File: src/pps_pkg.sv
// shared types, field widths and codes for the preemptive priority scheduler
package pps_pkg;

    localparam int ARR_W   = 16;
    localparam int BURST_W = 16;
    localparam int PRIO_W  = 8;
    localparam int PIDX_W  = 4;
    localparam int OTIME_W = 21;
    localparam int SUM_W   = 25;
    localparam int STAT_W  = 2;

    localparam logic CMD_LOAD = 1'b0;
    localparam logic CMD_RUN  = 1'b1;

    localparam logic [STAT_W-1:0] STAT_OK      = 2'd0;
    localparam logic [STAT_W-1:0] STAT_DROPPED = 2'd1;
    localparam logic [STAT_W-1:0] STAT_EMPTY   = 2'd2;

    typedef struct packed {
        logic               cmd;
        logic [ARR_W-1:0]   arrival_time;
        logic [BURST_W-1:0] burst_time;
        logic [PRIO_W-1:0]  prio_level;
    } pps_job_t;

    typedef struct packed {
        logic [PIDX_W-1:0]  proc_index;
        logic [OTIME_W-1:0] completion_time;
        logic [OTIME_W-1:0] turnaround_time;
        logic [OTIME_W-1:0] waiting_time;
        logic [SUM_W-1:0]   total_turnaround;
        logic [SUM_W-1:0]   total_waiting;
        logic [STAT_W-1:0]  status;
        logic               last;
    } pps_report_t;

    // table write enables
    typedef struct packed {
        logic load;
        logic rem;
        logic fin;
    } pps_wr_t;

endpackage

File: src/pps_stream_if.sv
// valid/ready channel carrying one word of a given payload type
interface pps_stream_if #(
    parameter type payload_t = logic
) ();
    logic     valid;
    logic     ready;
    payload_t data;

    modport source (output valid, output data, input ready);
    modport sink   (input valid, input data, output ready);
endinterface

File: src/pps_alu.sv
// shared subtractor with borrow, used for the scheduler's time subtractions
module pps_alu
    import pps_pkg::*;
#(
    parameter int W = 21
) (
    input  logic [W-1:0] a,
    input  logic [W-1:0] b,
    output logic [W-1:0] diff,
    output logic         borrow
);

    assign {borrow, diff} = {1'b0, a} - {1'b0, b};

endmodule

File: src/pps_table.sv
// process table: one write port with field enables, one registered read port
module pps_table
    import pps_pkg::*;
#(
    parameter int MAX_PROCS = 16,
    parameter int IDX_W     = 4,
    parameter int TIME_W    = 21
) (
    input  logic                clk,
    input  pps_wr_t             wr,
    input  logic [IDX_W-1:0]    wr_addr,
    input  logic [ARR_W-1:0]    wr_arrival,
    input  logic [BURST_W-1:0]  wr_burst,
    input  logic [BURST_W-1:0]  wr_rem,
    input  logic [PRIO_W-1:0]   wr_prio,
    input  logic [TIME_W-1:0]   wr_finish,
    input  logic [IDX_W-1:0]    rd_addr,
    output logic [ARR_W-1:0]    rd_arrival,
    output logic [BURST_W-1:0]  rd_burst,
    output logic [BURST_W-1:0]  rd_rem,
    output logic [PRIO_W-1:0]   rd_prio,
    output logic [TIME_W-1:0]   rd_finish
);

    logic [ARR_W-1:0]   arrival_mem [MAX_PROCS];
    logic [BURST_W-1:0] burst_mem   [MAX_PROCS];
    logic [BURST_W-1:0] rem_mem     [MAX_PROCS];
    logic [PRIO_W-1:0]  prio_mem    [MAX_PROCS];
    logic [TIME_W-1:0]  finish_mem  [MAX_PROCS];

    always_ff @(posedge clk)
    begin
        if (wr.load)
        begin
            arrival_mem[wr_addr] <= wr_arrival;
            burst_mem[wr_addr]   <= wr_burst;
            prio_mem[wr_addr]    <= wr_prio;
        end
        if (wr.load || wr.rem)
        begin
            rem_mem[wr_addr] <= wr_rem;
        end
        if (wr.fin)
        begin
            finish_mem[wr_addr] <= wr_finish;
        end
    end

    always_ff @(posedge clk)
    begin
        rd_arrival <= arrival_mem[rd_addr];
        rd_burst   <= burst_mem[rd_addr];
        rd_rem     <= rem_mem[rd_addr];
        rd_prio    <= prio_mem[rd_addr];
        rd_finish  <= finish_mem[rd_addr];
    end

endmodule

File: src/pps_seq.sv
// sequencer: loads, event-driven schedule scan and per-process report
module pps_seq
    import pps_pkg::*;
#(
    parameter int MAX_PROCS = 16,
    parameter int IDX_W     = 4,
    parameter int CNT_W     = 5,
    parameter int TIME_W    = 21
) (
    input  logic               clk,
    input  logic               rst_n,
    pps_stream_if.sink         job,
    pps_stream_if.source       report,
    // table
    output pps_wr_t            wr,
    output logic [IDX_W-1:0]   wr_addr,
    output logic [ARR_W-1:0]   wr_arrival,
    output logic [BURST_W-1:0] wr_burst,
    output logic [BURST_W-1:0] wr_rem,
    output logic [PRIO_W-1:0]  wr_prio,
    output logic [TIME_W-1:0]  wr_finish,
    output logic [IDX_W-1:0]   rd_addr,
    input  logic [ARR_W-1:0]   rd_arrival,
    input  logic [BURST_W-1:0] rd_burst,
    input  logic [BURST_W-1:0] rd_rem,
    input  logic [PRIO_W-1:0]  rd_prio,
    input  logic [TIME_W-1:0]  rd_finish,
    // shared subtractor
    output logic [TIME_W-1:0]  alu_a,
    output logic [TIME_W-1:0]  alu_b,
    input  logic [TIME_W-1:0]  alu_diff,
    input  logic               alu_borrow
);

    typedef enum logic [2:0] {
        S_IDLE,
        S_SCAN,
        S_DECIDE,
        S_ADVANCE,
        S_RD,
        S_TURN,
        S_WAIT,
        S_SEND
    } state_t;

    state_t               state_reg, state_next;
    logic [CNT_W-1:0]     count_reg, count_next;
    logic                 dropped_reg, dropped_next;
    logic [MAX_PROCS-1:0] done_reg, done_next;
    logic [TIME_W-1:0]    time_reg, time_next;
    logic [CNT_W-1:0]     fin_reg, fin_next;
    logic [STAT_W-1:0]    status_reg, status_next;
    logic [CNT_W-1:0]     iss_reg, iss_next;
    logic                 chk_vld_reg, chk_vld_next;
    logic [IDX_W-1:0]     chk_idx_reg, chk_idx_next;
    logic                 cand_vld_reg, cand_vld_next;
    logic [IDX_W-1:0]     cand_idx_reg, cand_idx_next;
    logic [PRIO_W-1:0]    cand_prio_reg, cand_prio_next;
    logic [BURST_W-1:0]   cand_rem_reg, cand_rem_next;
    logic                 nxt_vld_reg, nxt_vld_next;
    logic [ARR_W-1:0]     nxt_min_reg, nxt_min_next;
    logic [BURST_W-1:0]   gap_reg, gap_next;
    logic [TIME_W-1:0]    turn_reg, turn_next;
    logic [SUM_W-1:0]     tot_turn_reg, tot_turn_next;
    logic [SUM_W-1:0]     tot_wait_reg, tot_wait_next;
    logic [CNT_W-1:0]     out_idx_reg, out_idx_next;
    pps_report_t          rep_reg, rep_next;
    logic                 rep_vld_reg, rep_vld_next;

    logic [BURST_W-1:0]   burst_fix;
    logic [BURST_W-1:0]   new_rem;
    logic [BURST_W-1:0]   dt;
    logic                 is_last;

    assign job.ready    = (state_reg == S_IDLE);
    assign report.valid = rep_vld_reg;
    assign report.data  = rep_reg;

    assign burst_fix = (job.data.burst_time == '0) ? BURST_W'(1) : job.data.burst_time;
    assign is_last   = ((out_idx_reg + CNT_W'(1)) == count_reg);

    // run for the remaining burst or up to the next arrival, whichever is first
    always_comb
    begin
        if (nxt_vld_reg && !alu_borrow && (alu_diff != '0))
        begin
            new_rem = alu_diff[BURST_W-1:0];
            dt      = gap_reg;
        end
        else
        begin
            new_rem = '0;
            dt      = cand_rem_reg;
        end
    end

    always_comb
    begin
        state_next     = state_reg;
        count_next     = count_reg;
        dropped_next   = dropped_reg;
        done_next      = done_reg;
        time_next      = time_reg;
        fin_next       = fin_reg;
        status_next    = status_reg;
        iss_next       = iss_reg;
        chk_vld_next   = chk_vld_reg;
        chk_idx_next   = chk_idx_reg;
        cand_vld_next  = cand_vld_reg;
        cand_idx_next  = cand_idx_reg;
        cand_prio_next = cand_prio_reg;
        cand_rem_next  = cand_rem_reg;
        nxt_vld_next   = nxt_vld_reg;
        nxt_min_next   = nxt_min_reg;
        gap_next       = gap_reg;
        turn_next      = turn_reg;
        tot_turn_next  = tot_turn_reg;
        tot_wait_next  = tot_wait_reg;
        out_idx_next   = out_idx_reg;
        rep_next       = rep_reg;
        rep_vld_next   = rep_vld_reg;

        wr         = '0;
        wr_addr    = count_reg[IDX_W-1:0];
        wr_arrival = job.data.arrival_time;
        wr_burst   = burst_fix;
        wr_rem     = burst_fix;
        wr_prio    = job.data.prio_level;
        wr_finish  = time_reg + TIME_W'(dt);
        rd_addr    = (state_reg == S_SCAN) ? iss_reg[IDX_W-1:0] : out_idx_reg[IDX_W-1:0];
        alu_a      = '0;
        alu_b      = '0;

        unique case (state_reg)
            S_IDLE:
            begin
                if (job.valid)
                begin
                    if (job.data.cmd == CMD_LOAD)
                    begin
                        if (count_reg == CNT_W'(MAX_PROCS))
                        begin
                            dropped_next = 1'b1;
                        end
                        else
                        begin
                            wr.load    = 1'b1;
                            count_next = count_reg + CNT_W'(1);
                        end
                    end
                    else if (count_reg == '0)
                    begin
                        rep_next        = '0;
                        rep_next.status = STAT_EMPTY;
                        rep_next.last   = 1'b1;
                        rep_vld_next    = 1'b1;
                        state_next      = S_SEND;
                    end
                    else
                    begin
                        status_next   = dropped_reg ? STAT_DROPPED : STAT_OK;
                        time_next     = '0;
                        fin_next      = '0;
                        cand_vld_next = 1'b0;
                        nxt_vld_next  = 1'b0;
                        iss_next      = '0;
                        chk_vld_next  = 1'b0;
                        state_next    = S_SCAN;
                    end
                end
            end

            S_SCAN:
            begin
                if (chk_vld_reg && !done_reg[chk_idx_reg])
                begin
                    if (TIME_W'(rd_arrival) <= time_reg)
                    begin
                        // the running process is seeded in cand, so ties keep it
                        if (!cand_vld_reg || (cand_prio_reg < rd_prio))
                        begin
                            cand_vld_next  = 1'b1;
                            cand_idx_next  = chk_idx_reg;
                            cand_prio_next = rd_prio;
                            cand_rem_next  = rd_rem;
                        end
                    end
                    else if (!nxt_vld_reg || (rd_arrival < nxt_min_reg))
                    begin
                        nxt_vld_next = 1'b1;
                        nxt_min_next = rd_arrival;
                    end
                end
                if (iss_reg < count_reg)
                begin
                    chk_vld_next = 1'b1;
                    chk_idx_next = iss_reg[IDX_W-1:0];
                    iss_next     = iss_reg + CNT_W'(1);
                end
                else
                begin
                    chk_vld_next = 1'b0;
                    state_next   = S_DECIDE;
                end
            end

            S_DECIDE:
            begin
                alu_a    = TIME_W'(nxt_min_reg);
                alu_b    = time_reg;
                gap_next = alu_diff[BURST_W-1:0];
                if (!cand_vld_reg)
                begin
                    // idle: jump to the earliest pending arrival
                    time_next    = TIME_W'(nxt_min_reg);
                    nxt_vld_next = 1'b0;
                    iss_next     = '0;
                    state_next   = S_SCAN;
                end
                else
                begin
                    state_next = S_ADVANCE;
                end
            end

            S_ADVANCE:
            begin
                alu_a        = TIME_W'(cand_rem_reg);
                alu_b        = TIME_W'(gap_reg);
                wr.rem       = 1'b1;
                wr_addr      = cand_idx_reg;
                wr_rem       = new_rem;
                time_next    = time_reg + TIME_W'(dt);
                nxt_vld_next = 1'b0;
                iss_next     = '0;
                state_next   = S_SCAN;
                if (new_rem == '0)
                begin
                    wr.fin                  = 1'b1;
                    done_next[cand_idx_reg] = 1'b1;
                    cand_vld_next           = 1'b0;
                    fin_next                = fin_reg + CNT_W'(1);
                    if ((fin_reg + CNT_W'(1)) == count_reg)
                    begin
                        out_idx_next  = '0;
                        tot_turn_next = '0;
                        tot_wait_next = '0;
                        state_next    = S_RD;
                    end
                end
                else
                begin
                    cand_rem_next = new_rem;
                end
            end

            S_RD:
            begin
                state_next = S_TURN;
            end

            S_TURN:
            begin
                alu_a      = rd_finish;
                alu_b      = TIME_W'(rd_arrival);
                turn_next  = alu_diff;
                state_next = S_WAIT;
            end

            S_WAIT:
            begin
                alu_a         = turn_reg;
                alu_b         = TIME_W'(rd_burst);
                tot_turn_next = tot_turn_reg + SUM_W'(turn_reg);
                tot_wait_next = tot_wait_reg + SUM_W'(alu_diff);
                rep_next.proc_index       = PIDX_W'(out_idx_reg);
                rep_next.completion_time  = OTIME_W'(rd_finish);
                rep_next.turnaround_time  = OTIME_W'(turn_reg);
                rep_next.waiting_time     = OTIME_W'(alu_diff);
                rep_next.total_turnaround = is_last ? tot_turn_next : '0;
                rep_next.total_waiting    = is_last ? tot_wait_next : '0;
                rep_next.status           = status_reg;
                rep_next.last             = is_last;
                rep_vld_next              = 1'b1;
                state_next                = S_SEND;
            end

            S_SEND:
            begin
                if (report.ready)
                begin
                    rep_vld_next = 1'b0;
                    if (rep_reg.last)
                    begin
                        // run over: clear the process count, flags and clock for the next batch
                        count_next    = '0;
                        dropped_next  = 1'b0;
                        done_next     = '0;
                        time_next     = '0;
                        cand_vld_next = 1'b0;
                        cand_idx_next = '0;
                        state_next    = S_IDLE;
                    end
                    else
                    begin
                        out_idx_next = out_idx_reg + CNT_W'(1);
                        state_next   = S_RD;
                    end
                end
            end

            default:
            begin
                state_next = S_IDLE;
            end
        endcase
    end

    always_ff @(posedge clk or negedge rst_n)
    begin
        if (!rst_n)
        begin
            state_reg    <= S_IDLE;
            count_reg    <= '0;
            dropped_reg  <= 1'b0;
            done_reg     <= '0;
            time_reg     <= '0;
            fin_reg      <= '0;
            iss_reg      <= '0;
            chk_vld_reg  <= 1'b0;
            cand_vld_reg <= 1'b0;
            cand_idx_reg <= '0;
            nxt_vld_reg  <= 1'b0;
            out_idx_reg  <= '0;
            rep_vld_reg  <= 1'b0;
        end
        else
        begin
            state_reg    <= state_next;
            count_reg    <= count_next;
            dropped_reg  <= dropped_next;
            done_reg     <= done_next;
            time_reg     <= time_next;
            fin_reg      <= fin_next;
            iss_reg      <= iss_next;
            chk_vld_reg  <= chk_vld_next;
            cand_vld_reg <= cand_vld_next;
            cand_idx_reg <= cand_idx_next;
            nxt_vld_reg  <= nxt_vld_next;
            out_idx_reg  <= out_idx_next;
            rep_vld_reg  <= rep_vld_next;
        end
    end

    always_ff @(posedge clk)
    begin
        status_reg    <= status_next;
        chk_idx_reg   <= chk_idx_next;
        cand_prio_reg <= cand_prio_next;
        cand_rem_reg  <= cand_rem_next;
        nxt_min_reg   <= nxt_min_next;
        gap_reg       <= gap_next;
        turn_reg      <= turn_next;
        tot_turn_reg  <= tot_turn_next;
        tot_wait_reg  <= tot_wait_next;
        rep_reg       <= rep_next;
    end

endmodule

File: src/preemptive_priority_scheduler.sv
// operation: a load word is written while idle; a run makes one table scan on the read port
// per schedule event (at most 3n events: arrivals, idle gaps, completions), then goes through the
// read, turn, wait and send states per report word, plus output stalls; an empty run sends one word
// throughput: one word in flight, ready only between runs and loads
// reset: asynchronous, clears the process count, done flags, drop flag, clock and running
// process; table contents are undefined until loaded
module preemptive_priority_scheduler
    import pps_pkg::*;
#(
    parameter int MAX_PROCS = 16
) (
    input  logic         clk,
    input  logic         rst_n,
    pps_stream_if.sink   job,
    pps_stream_if.source report
);

    localparam int IDX_W  = (MAX_PROCS > 1) ? $clog2(MAX_PROCS) : 1;
    localparam int CNT_W  = $clog2(MAX_PROCS + 1);
    localparam int TIME_W = ARR_W + CNT_W;

    pps_wr_t            wr;
    logic [IDX_W-1:0]   wr_addr;
    logic [ARR_W-1:0]   wr_arrival;
    logic [BURST_W-1:0] wr_burst;
    logic [BURST_W-1:0] wr_rem;
    logic [PRIO_W-1:0]  wr_prio;
    logic [TIME_W-1:0]  wr_finish;
    logic [IDX_W-1:0]   rd_addr;
    logic [ARR_W-1:0]   rd_arrival;
    logic [BURST_W-1:0] rd_burst;
    logic [BURST_W-1:0] rd_rem;
    logic [PRIO_W-1:0]  rd_prio;
    logic [TIME_W-1:0]  rd_finish;
    logic [TIME_W-1:0]  alu_a;
    logic [TIME_W-1:0]  alu_b;
    logic [TIME_W-1:0]  alu_diff;
    logic               alu_borrow;

    pps_table #(
        .MAX_PROCS (MAX_PROCS),
        .IDX_W     (IDX_W),
        .TIME_W    (TIME_W)
    ) u_table (
        .clk        (clk),
        .wr         (wr),
        .wr_addr    (wr_addr),
        .wr_arrival (wr_arrival),
        .wr_burst   (wr_burst),
        .wr_rem     (wr_rem),
        .wr_prio    (wr_prio),
        .wr_finish  (wr_finish),
        .rd_addr    (rd_addr),
        .rd_arrival (rd_arrival),
        .rd_burst   (rd_burst),
        .rd_rem     (rd_rem),
        .rd_prio    (rd_prio),
        .rd_finish  (rd_finish)
    );

    pps_alu #(
        .W (TIME_W)
    ) u_alu (
        .a      (alu_a),
        .b      (alu_b),
        .diff   (alu_diff),
        .borrow (alu_borrow)
    );

    pps_seq #(
        .MAX_PROCS (MAX_PROCS),
        .IDX_W     (IDX_W),
        .CNT_W     (CNT_W),
        .TIME_W    (TIME_W)
    ) u_seq (
        .clk        (clk),
        .rst_n      (rst_n),
        .job        (job),
        .report     (report),
        .wr         (wr),
        .wr_addr    (wr_addr),
        .wr_arrival (wr_arrival),
        .wr_burst   (wr_burst),
        .wr_rem     (wr_rem),
        .wr_prio    (wr_prio),
        .wr_finish  (wr_finish),
        .rd_addr    (rd_addr),
        .rd_arrival (rd_arrival),
        .rd_burst   (rd_burst),
        .rd_rem     (rd_rem),
        .rd_prio    (rd_prio),
        .rd_finish  (rd_finish),
        .alu_a      (alu_a),
        .alu_b      (alu_b),
        .alu_diff   (alu_diff),
        .alu_borrow (alu_borrow)
    );

endmodule

File: src/flat_wrapper.sv
// flat-port wrapper written by rule: the top's interface ports become plain ports
module preemptive_priority_scheduler_flat import pps_pkg::*;
#(
    parameter int MAX_PROCS = 16
)
  (clk, rst_n, job_valid, job_data, job_ready, report_valid, report_data, report_ready);
  pps_stream_if #(.payload_t(pps_job_t)) job_i ();
  pps_stream_if #(.payload_t(pps_report_t)) report_i ();
  input  logic clk;
  input  logic rst_n;
  input wire logic [$bits(job_i.valid)-1:0] job_valid;
  input wire logic [$bits(job_i.data)-1:0] job_data;
  output wire logic [$bits(job_i.ready)-1:0] job_ready;
  output wire logic [$bits(report_i.valid)-1:0] report_valid;
  output wire logic [$bits(report_i.data)-1:0] report_data;
  input wire logic [$bits(report_i.ready)-1:0] report_ready;
  assign job_i.valid = job_valid;
  assign job_i.data = job_data;
  assign job_ready = job_i.ready;
  assign report_valid = report_i.valid;
  assign report_data = report_i.data;
  assign report_i.ready = report_ready;
  preemptive_priority_scheduler #(.MAX_PROCS(MAX_PROCS)) u_core (.clk(clk), .rst_n(rst_n), .job(job_i), .report(report_i));
endmodule
File: config.mk
export PLATFORM = sky130hd
export DESIGN_NAME = preemptive_priority_scheduler_flat
export DESIGN_NICKNAME = d
export VERILOG_FILES = /design/src/pps_pkg.sv /design/src/pps_stream_if.sv /design/src/pps_alu.sv /design/src/pps_table.sv /design/src/pps_seq.sv /design/src/preemptive_priority_scheduler.sv /design/src/flat_wrapper.sv
export SDC_FILE = /design/constraint.sdc
export NUM_CORES = 2
export LEC_CHECK = 0
export BUFFER_PORTS_ARGS = -buffer_cell sky130_fd_sc_hd__buf_2
export CELL_PAD_IN_SITES_DETAIL_PLACEMENT = 2
export CELL_PAD_IN_SITES_GLOBAL_PLACEMENT = 2
export CORE_AREA = 2 2 366 368
export CTS_CLUSTER_SIZE = 24
export DETAILED_ROUTE_END_ITERATION = 16
export DIE_AREA = 0 0 368 370
export PLACE_DENSITY = 0.93
export SETUP_SLACK_MARGIN = 0.05
export SYNTH_ARGS = -nofsm -noshare
export SYNTH_HDL_FRONTEND = slang
export SYNTH_SLANG_ARGS = --single-unit
File: constraint.sdc
create_clock -name clk -period 24.7 [get_ports clk]
set_clock_uncertainty 0.05 [all_clocks]
set_input_delay 2.47 -clock clk [delete_from_list [all_inputs] [get_ports clk]]
set_output_delay 2.47 -clock clk [all_outputs]
set_load 0.01 [all_outputs]
# Yosys cells after proc, flatten, opt, wreduce, memory -nomap -nowiden
# Memories as Yosys holds them, arrays and structs flattened. A register that Yosys moved wholly into a read port is not among the register bits.
# Cells that the tools add are included.
[classes] add_sub_neg=8 magnitude_cmp=7 n_eq_ne=31 mux=112 bitwise=3 reduce_logical=48
[ops] operator="2-to-1 mux 120 bit" n=3
[ops] operator="case mux 21 bit (4 select lines)" n=3
[ops] operator="case mux 120 bit (2 select lines)" n=1
[ops] operator="2-to-1 mux 16 bit" n=11
[ops] operator="2-to-1 mux 21 bit" n=6
[ops] operator="2-to-1 mux 25 bit" n=4
[ops] operator="case mux 25 bit (2 select lines)" n=2
[ops] operator="2-to-1 mux 5 bit" n=15
[ops] operator="case mux 16 bit (2 select lines)" n=2
[ops] operator="adder 25 x 21 -> 25 bit" n=2
[ops] operator="2-to-1 mux 1 bit" n=35
[ops] operator="logical NOT 16 bit" n=2
[ops] operator="case mux 5 bit (2 select lines)" n=3
[ops] operator="2-to-1 mux 4 bit" n=7
[ops] operator="inequality test 2 bit (second input constant)" n=14
[ops] operator="AND reduction 4 bit" n=7
[ops] operator="2-to-1 mux 3 bit" n=8
[ops] operator="case mux 3 bit (8 select lines)" n=1
[ops] operator="AND reduction 6 bit" n=4
[ops] operator="subtractor 21 x 21 -> 22 bit" n=1
[ops] operator="adder 21 x 16 -> 21 bit" n=1
[ops] operator="<= comparator 16 x 21 -> 1 bit" n=1
[ops] operator="nonzero test 21 bit" n=1
[ops] operator="adder 5 x 1 -> 5 bit (second input constant)" n=4
[ops] operator="35 further kinds" n=71
[totals] reg_bits=322 ram_bits=1232 in_bits=45 out_inout_bits=122 elab_cells=244 mem_count=5
[memory_table] name="u_core.u_table.finish_mem" depth=16 word_bits=21 rd=1 rd_clocked_by_memory_dff=1 wr=1 line_no="pps_table.sv:29" rtl="logic [TIME_W-1:0] finish_mem [MAX_PROCS];"
[memory_table] name="u_core.u_table.arrival_mem" depth=16 word_bits=16 rd=1 rd_clocked_by_memory_dff=1 wr=1 line_no="pps_table.sv:25" rtl="logic [ARR_W-1:0] arrival_mem [MAX_PROCS];"
[memory_table] name="u_core.u_table.burst_mem" depth=16 word_bits=16 rd=1 rd_clocked_by_memory_dff=1 wr=1 line_no="pps_table.sv:26" rtl="logic [BURST_W-1:0] burst_mem [MAX_PROCS];"
[memory_table] name="u_core.u_table.rem_mem" depth=16 word_bits=16 rd=1 rd_clocked_by_memory_dff=1 wr=1 line_no="pps_table.sv:27" rtl="logic [BURST_W-1:0] rem_mem [MAX_PROCS];"
[memory_table] name="u_core.u_table.prio_mem" depth=16 word_bits=8 rd=1 rd_clocked_by_memory_dff=1 wr=1 line_no="pps_table.sv:28" rtl="logic [PRIO_W-1:0] prio_mem [MAX_PROCS];"

# Logic depth before layout (Yosys ltp)
[logic_depth] word_depth=13 ltp_mapped=31 mapped_depth_nobuf=27

# Modules after synthesis
# Synthesis repeated with hierarchy kept, for this count alone.
[unflattened] hier_cells=3866 hier_area_um2=66993.0
[modules_own_cells] module="pps_table" instances=1 cells_per_inst=2026 area_per_inst_um2=47754.6 seq_area_each_um2=38537.0
[modules_own_cells] module="pps_seq" instances=1 cells_per_inst=1689 area_per_inst_um2=18156.2 seq_area_each_um2=9293.9
[modules_own_cells] module="pps_alu" instances=1 cells_per_inst=151 area_per_inst_um2=1082.3 seq_area_each_um2=0.0

# Worst setup path after synthesis
# OpenSTA, ideal clock, no wires.
[synth_path] path_kind="flip-flop to flip-flop" from="register u_core.u_seq.state_reg[1]" to="register u_core.u_seq.tot_turn_reg[0], enable pin" setup_ns=0.527 arrival_time_ns=8.581 required_time_ns=24.123 path_slack_ns=15.543 path_stages_with_launch=22 n_path_buf=6 synth_period_minus_slack_ns=9.157 cell_sequence="dfrtp_1 -> clkbuf_1 -> nor2b_1 -> clkbuf_1 -> nor2b_1 -> clkbuf_1 -> clkbuf_1 -> nand2_1 -> nor3b_1 -> ha_1 -> fa_1 -> nand2b_1 -> a21oi_1 -> nor4_1 -> nor3_1 -> nand4b_1 -> nor4_1 -> a31oi_1 -> nand2b_1 -> clkbuf_1 -> clkbuf_1 -> o21ai_0"
[synth_between] elab_chain_cells=10 word_cells_on_any_way=17 cone_classes="1 x add/sub; 6 x eq/ne; 3 x mux; 7 x reduce/logical"
[synth_lines] element="start, declared" line_no="pps_seq.sv:46" rtl="state_t state_reg, state_next;"
[synth_lines] element="start signal, assigned" line_no="pps_seq.sv:339" rtl="state_reg <= state_next;"
[synth_lines] element="parallel branches: the longest is 9 deep, another holds subtractor 21 x 21 -> 22 bit"
[synth_lines] element="AND reduction 3 bit (no line) *"
[synth_lines] element="end signal, assigned" line_no="pps_seq.sv:364" rtl="tot_turn_reg <= tot_turn_next;"
[synth_lines] element="end, declared" line_no="pps_seq.sv:64" rtl="logic [SUM_W-1:0] tot_turn_reg, tot_turn_next;"
# Every way passes the cells marked *.
# A chain may end at the register's enable or synchronous reset.

# Worst setup path in the final report
[layout_path] from="register u_core.u_seq.state_reg[1]" to="memory u_core.u_table.finish_mem[5][19] (data pin)"
[layout_between] elab_chain_cells=8 word_cells_on_any_way=13 cone_classes="2 x add/sub; 4 x eq/ne; 3 x mux; 4 x reduce/logical"
[layout_lines] element="== test 3 bit or == test 3 x 2 -> 1 bit (tied branches)" line_no="pps_seq.sv:134" rtl="unique case (state_reg)"
[layout_lines] element="case mux 21 bit (4 select lines)" line_no="pps_seq.sv:134"
[layout_lines] element="subtractor 21 x 21 -> 22 bit *" line_no="pps_alu.sv:13" rtl="assign {borrow, diff} = {1'b0, a} - {1'b0, b};"
[layout_lines] element="parallel branches: the longest is 2 deep, another holds nonzero test 21 bit"
[layout_lines] element="logical AND 1 bit *" line_no="pps_seq.sv:85" rtl="if (nxt_vld_reg && !alu_borrow && (alu_diff != '0))"
[layout_lines] element="2-to-1 mux 16 bit *" line_no="pps_seq.sv:85"
[layout_lines] element="adder 21 x 16 -> 21 bit *" line_no="pps_seq.sv:129" rtl="wr_finish = time_reg + TIME_W'(dt);"
[layout_lines] element="via u_core.u_seq.wr_finish[19]" line_no="pps_seq.sv:21" rtl="output logic [TIME_W-1:0] wr_finish,"
[layout_lines] element="end, declared" line_no="pps_table.sv:29"
# Mark *: on every way through the listed nets, which the timed path passes.

==> results.md <==
* Die height at approximately 370 um
* Failing checks: capacitance limit
* Cells after Synth at ~4,000
* Layout cells sized above 1 at approximately a fifth
* Crit Path Max Fanout at 53
* # clock sinks at about 1,600
* Syn_area_per_cell at 16.8 um2
* Primary FF master, synth: edfxtp_1
* Critical Path AT at between 10 and 15 ns
* Crit Path Category: reg -> reg
* Die ar. at around 140,000 um2
* Hold WC Path Type: reg -> reg
* Number of synthesized flops with an enable pin at 1,484
* Core Util, Final at 57.4%
* Most frequent cell after synthesis: edfxtp_1
* Distinct cells, synth at 73
* Final wirelength at ~290 mm
* Top cells by count, synth: edfxtp_1, nand2_1, mux4_2
* Max-Cap Viols at 1
* Register area share after synthesis at 71.3%
* Die Span X at roughly 370 um
* RSZ-0062 raised after global routing: false
* Starting Density at between 50% and 60%
* Clock Tree Buf Depth at 3
* Synth top area share at 66.4%
* Pwr dens at between 150 and 200 nW/um2
* Final min period at ~13 ns
* Hold buffers post-CTS at 0
* Final Hold Vio Count at 0
* Fin nets at between 4,000 and 5,000
* CP endpoint kind: register
* I/O pins at 167
* Row cnt at between 100 and 150
* Htree depth at 4
* GRT Total Usage at 41.5%
* Largest net degree at the start of global routing at around 120
* Setup_tns at 0 ns
* Worst Tran Pin Value at roughly 1.5 ns
* Synth area leaders: edfxtp_1, mux4_2, dfrtp_1
* Number of antenna violations at the first check in global routing at 48
* Reg clk slew, reported paths at 0.07 ns
* Via count at ~45,000
* Number of setup buffers added after CTS at 0
* Synthesized cell area at around 67,000 um2
* Required @ worst endpoint at between 20 and 30 ns
* Final Cycle Share at between 50% and 60%
* Vias in the first global route at ~47,000
* P_leak at approximately 0.027 uW
* Endpoints failing setup at 0
* Slew Limit Fails at 0
* #FFs+latches synth at 1,630
* Worst IR Drop VDD at between 0.1 and 0.15 mV
* Starting DRC count in detailed routing at 7,418
* CP Launch Type: register
* Core area at around 130,000 um2
* Asr flop ratio synth at approximately 4.2%
* Avg WL per Cell at around 47 um
* Inserted Clock Buffers at approximately 170
* Synth Warn # at 0
* Syn_nets at 4,161
* First-pass GRT wire length at between 300 and 400 mm
* Clk root buf: clkbuf_16
* Clock Latency Late Sink at 0.85 ns
* Area leader, netlist: edfxtp_1
* TritonRoute pass-1 iters at 6
* Routability congestion estimate at just over 0.9
* Vias per cell at between 7 and 8
* Post-CTS sizing at 0
* Final HPWL DP at 162 mm
* Most flop-heavy register: u_core.u_table.finish_mem
* Max reg flops at 336
* CTS tree: built
* Port bufs at 166
* Routed Antenna Nets at 0
* Run status: finished, violations left
* Max transition margin at less than 1%
* GRT overflow at 0
* Layout area overhead at 13.3%
* Max Freq at roughly 79 MHz
* DRC violations left at 0
[critical path, cell delays in order, from the launching register on]
cell and delay [ns]:
dfrtp_1 0.81, nor2b_4 0.81, nor2b_4 0.27, buf_4 0.58, nand2_1 0.23, nor3b_1 0.22, ha_1 0.28, fa_1 0.53
nand2b_1 0.25, a21oi_1 0.54, nor4_1 0.19, nor3_1 0.78, o2111ai_1 0.22, nor4_1 0.56, nand4_1 0.32, o41ai_4 0.33
buf_4 0.41, mux2_4 0.35, ha_1 0.39, o21ai_0 0.20, o21a_1 0.27, o21ai_0 0.37, a21oi_1 0.24, a211oi_1 0.55
nor2_1 0.18, a2111oi_0 1.07, xor2_1 1.17
[through the flow]
| step | worst slack, ns | area, um2 | hold WS (ns) | std cells | total power (uW) |
|---|---|---|---|---|---|
| finish | 11.99 | 76000 | 0.417 | 6157 | 11900 |
| global route | 12.21 | 76000 | 0.416 | 6141 | 12000 |
| CTS | 12.34 | 75900 | 0.412 | 6128 | 11500 |
| detailed placement | 13.12 | 70500 | 0.379 | 5816 | 8480 |
| global placement | 14.85 | 70500 | 0.364 | 5816 | 7920 |
| floorplan | 15.54 | 67100 | 0.358 | 3985 | 6620 |
[where the power goes]
part	switching, uW	total [uW]	internal, uW
Clock	1240	2690	1450
Sequential	421	3980	3560
Combinational	3620	5240	1620
Total	5280	11900	6630
[layout by cell type (no fill, tap or decap), drive strengths merged, types with 44 or more instances in the layout]
cell type	netlist	routed
inv	105	113
buf	45	274
mux4	313	313
clkbuf	165	232
ha	127	127
a211oi	84	84
o21ai	81	81
xnor2	47	47
and2	101	101
nand2	316	316
edfxtp	1484	1484
a21o	55	55
nand3	47	47
clkinv	2	60
a31oi	88	88
dfxtp	77	77
xor2	44	44
dfrtp	69	69
nor2	239	239
a21oi	88	88
[cell families (layout without fill, tap and decap cells)]
| kind of cell | count (synthesis) | after routing | share of synthesized area (%) |
|---|---|---|---|
| fa+ha+maj | 131 | 131 | 2.49 |
| xor+xnor | 91 | 91 | 1.19 |
| mux | 343 | 343 | 11.0 |
| compound gates | 594 | 594 | 6.16 |
| other cells | 0 | 27 | 0 |
| simple gates | 879 | 879 | 6.03 |
| flops | 1630 | 1630 | 71.3 |
| buf+inv | 317 | 694 | 1.85 |
[routing by layer]
metal	wire (um)	global-route usage (%)	vias up
met5	351	0	-
met4	22600	26.4	42
met3	30600	12.5	1387
met2	137000	67.4	4097
met1	96800	48.3	23500
li1	-	-	16200
[worst paths after layout]
kind	endpoint	cells after the start	startpoint	slack (ns)
max	u_core.u_table.finish_mem[5][19]	26	u_core.u_seq.state_reg[1]	11.99
min	u_core.u_seq.cand_prio_reg[2]	0	u_core.u_table.rd_prio[2]	0.42
max reg2reg	u_core.u_table.finish_mem[5][19]	26	u_core.u_seq.state_reg[1]	11.99
min reg2reg	u_core.u_seq.cand_prio_reg[2]	0	u_core.u_table.rd_prio[2]	0.42
max in group asynchronous	u_core.u_seq.done_reg[3]	2	rst_n	21.89
min in group asynchronous	u_core.u_seq.out_idx_reg[1]	1	rst_n	1.40
[area by class of cell]
| cell class | count | area, um2 |
|---|---|---|
| Multi-Input combinational cell | 2038 | 18400 |
| Clock buffer | 231 | 4720 |
| Inverter | 107 | 402 |
| Clock inverter | 81 | 703 |
| Timing Repair Buffer | 275 | 1690 |
| Antenna cell | 27 | 67.6 |
| Sequential cell | 1630 | 47800 |
| Tap cell | 1768 | 2210 |
| Fill cell | 11100 | 56400 |
Note: power is estimated with default switching activity, not from simulation.
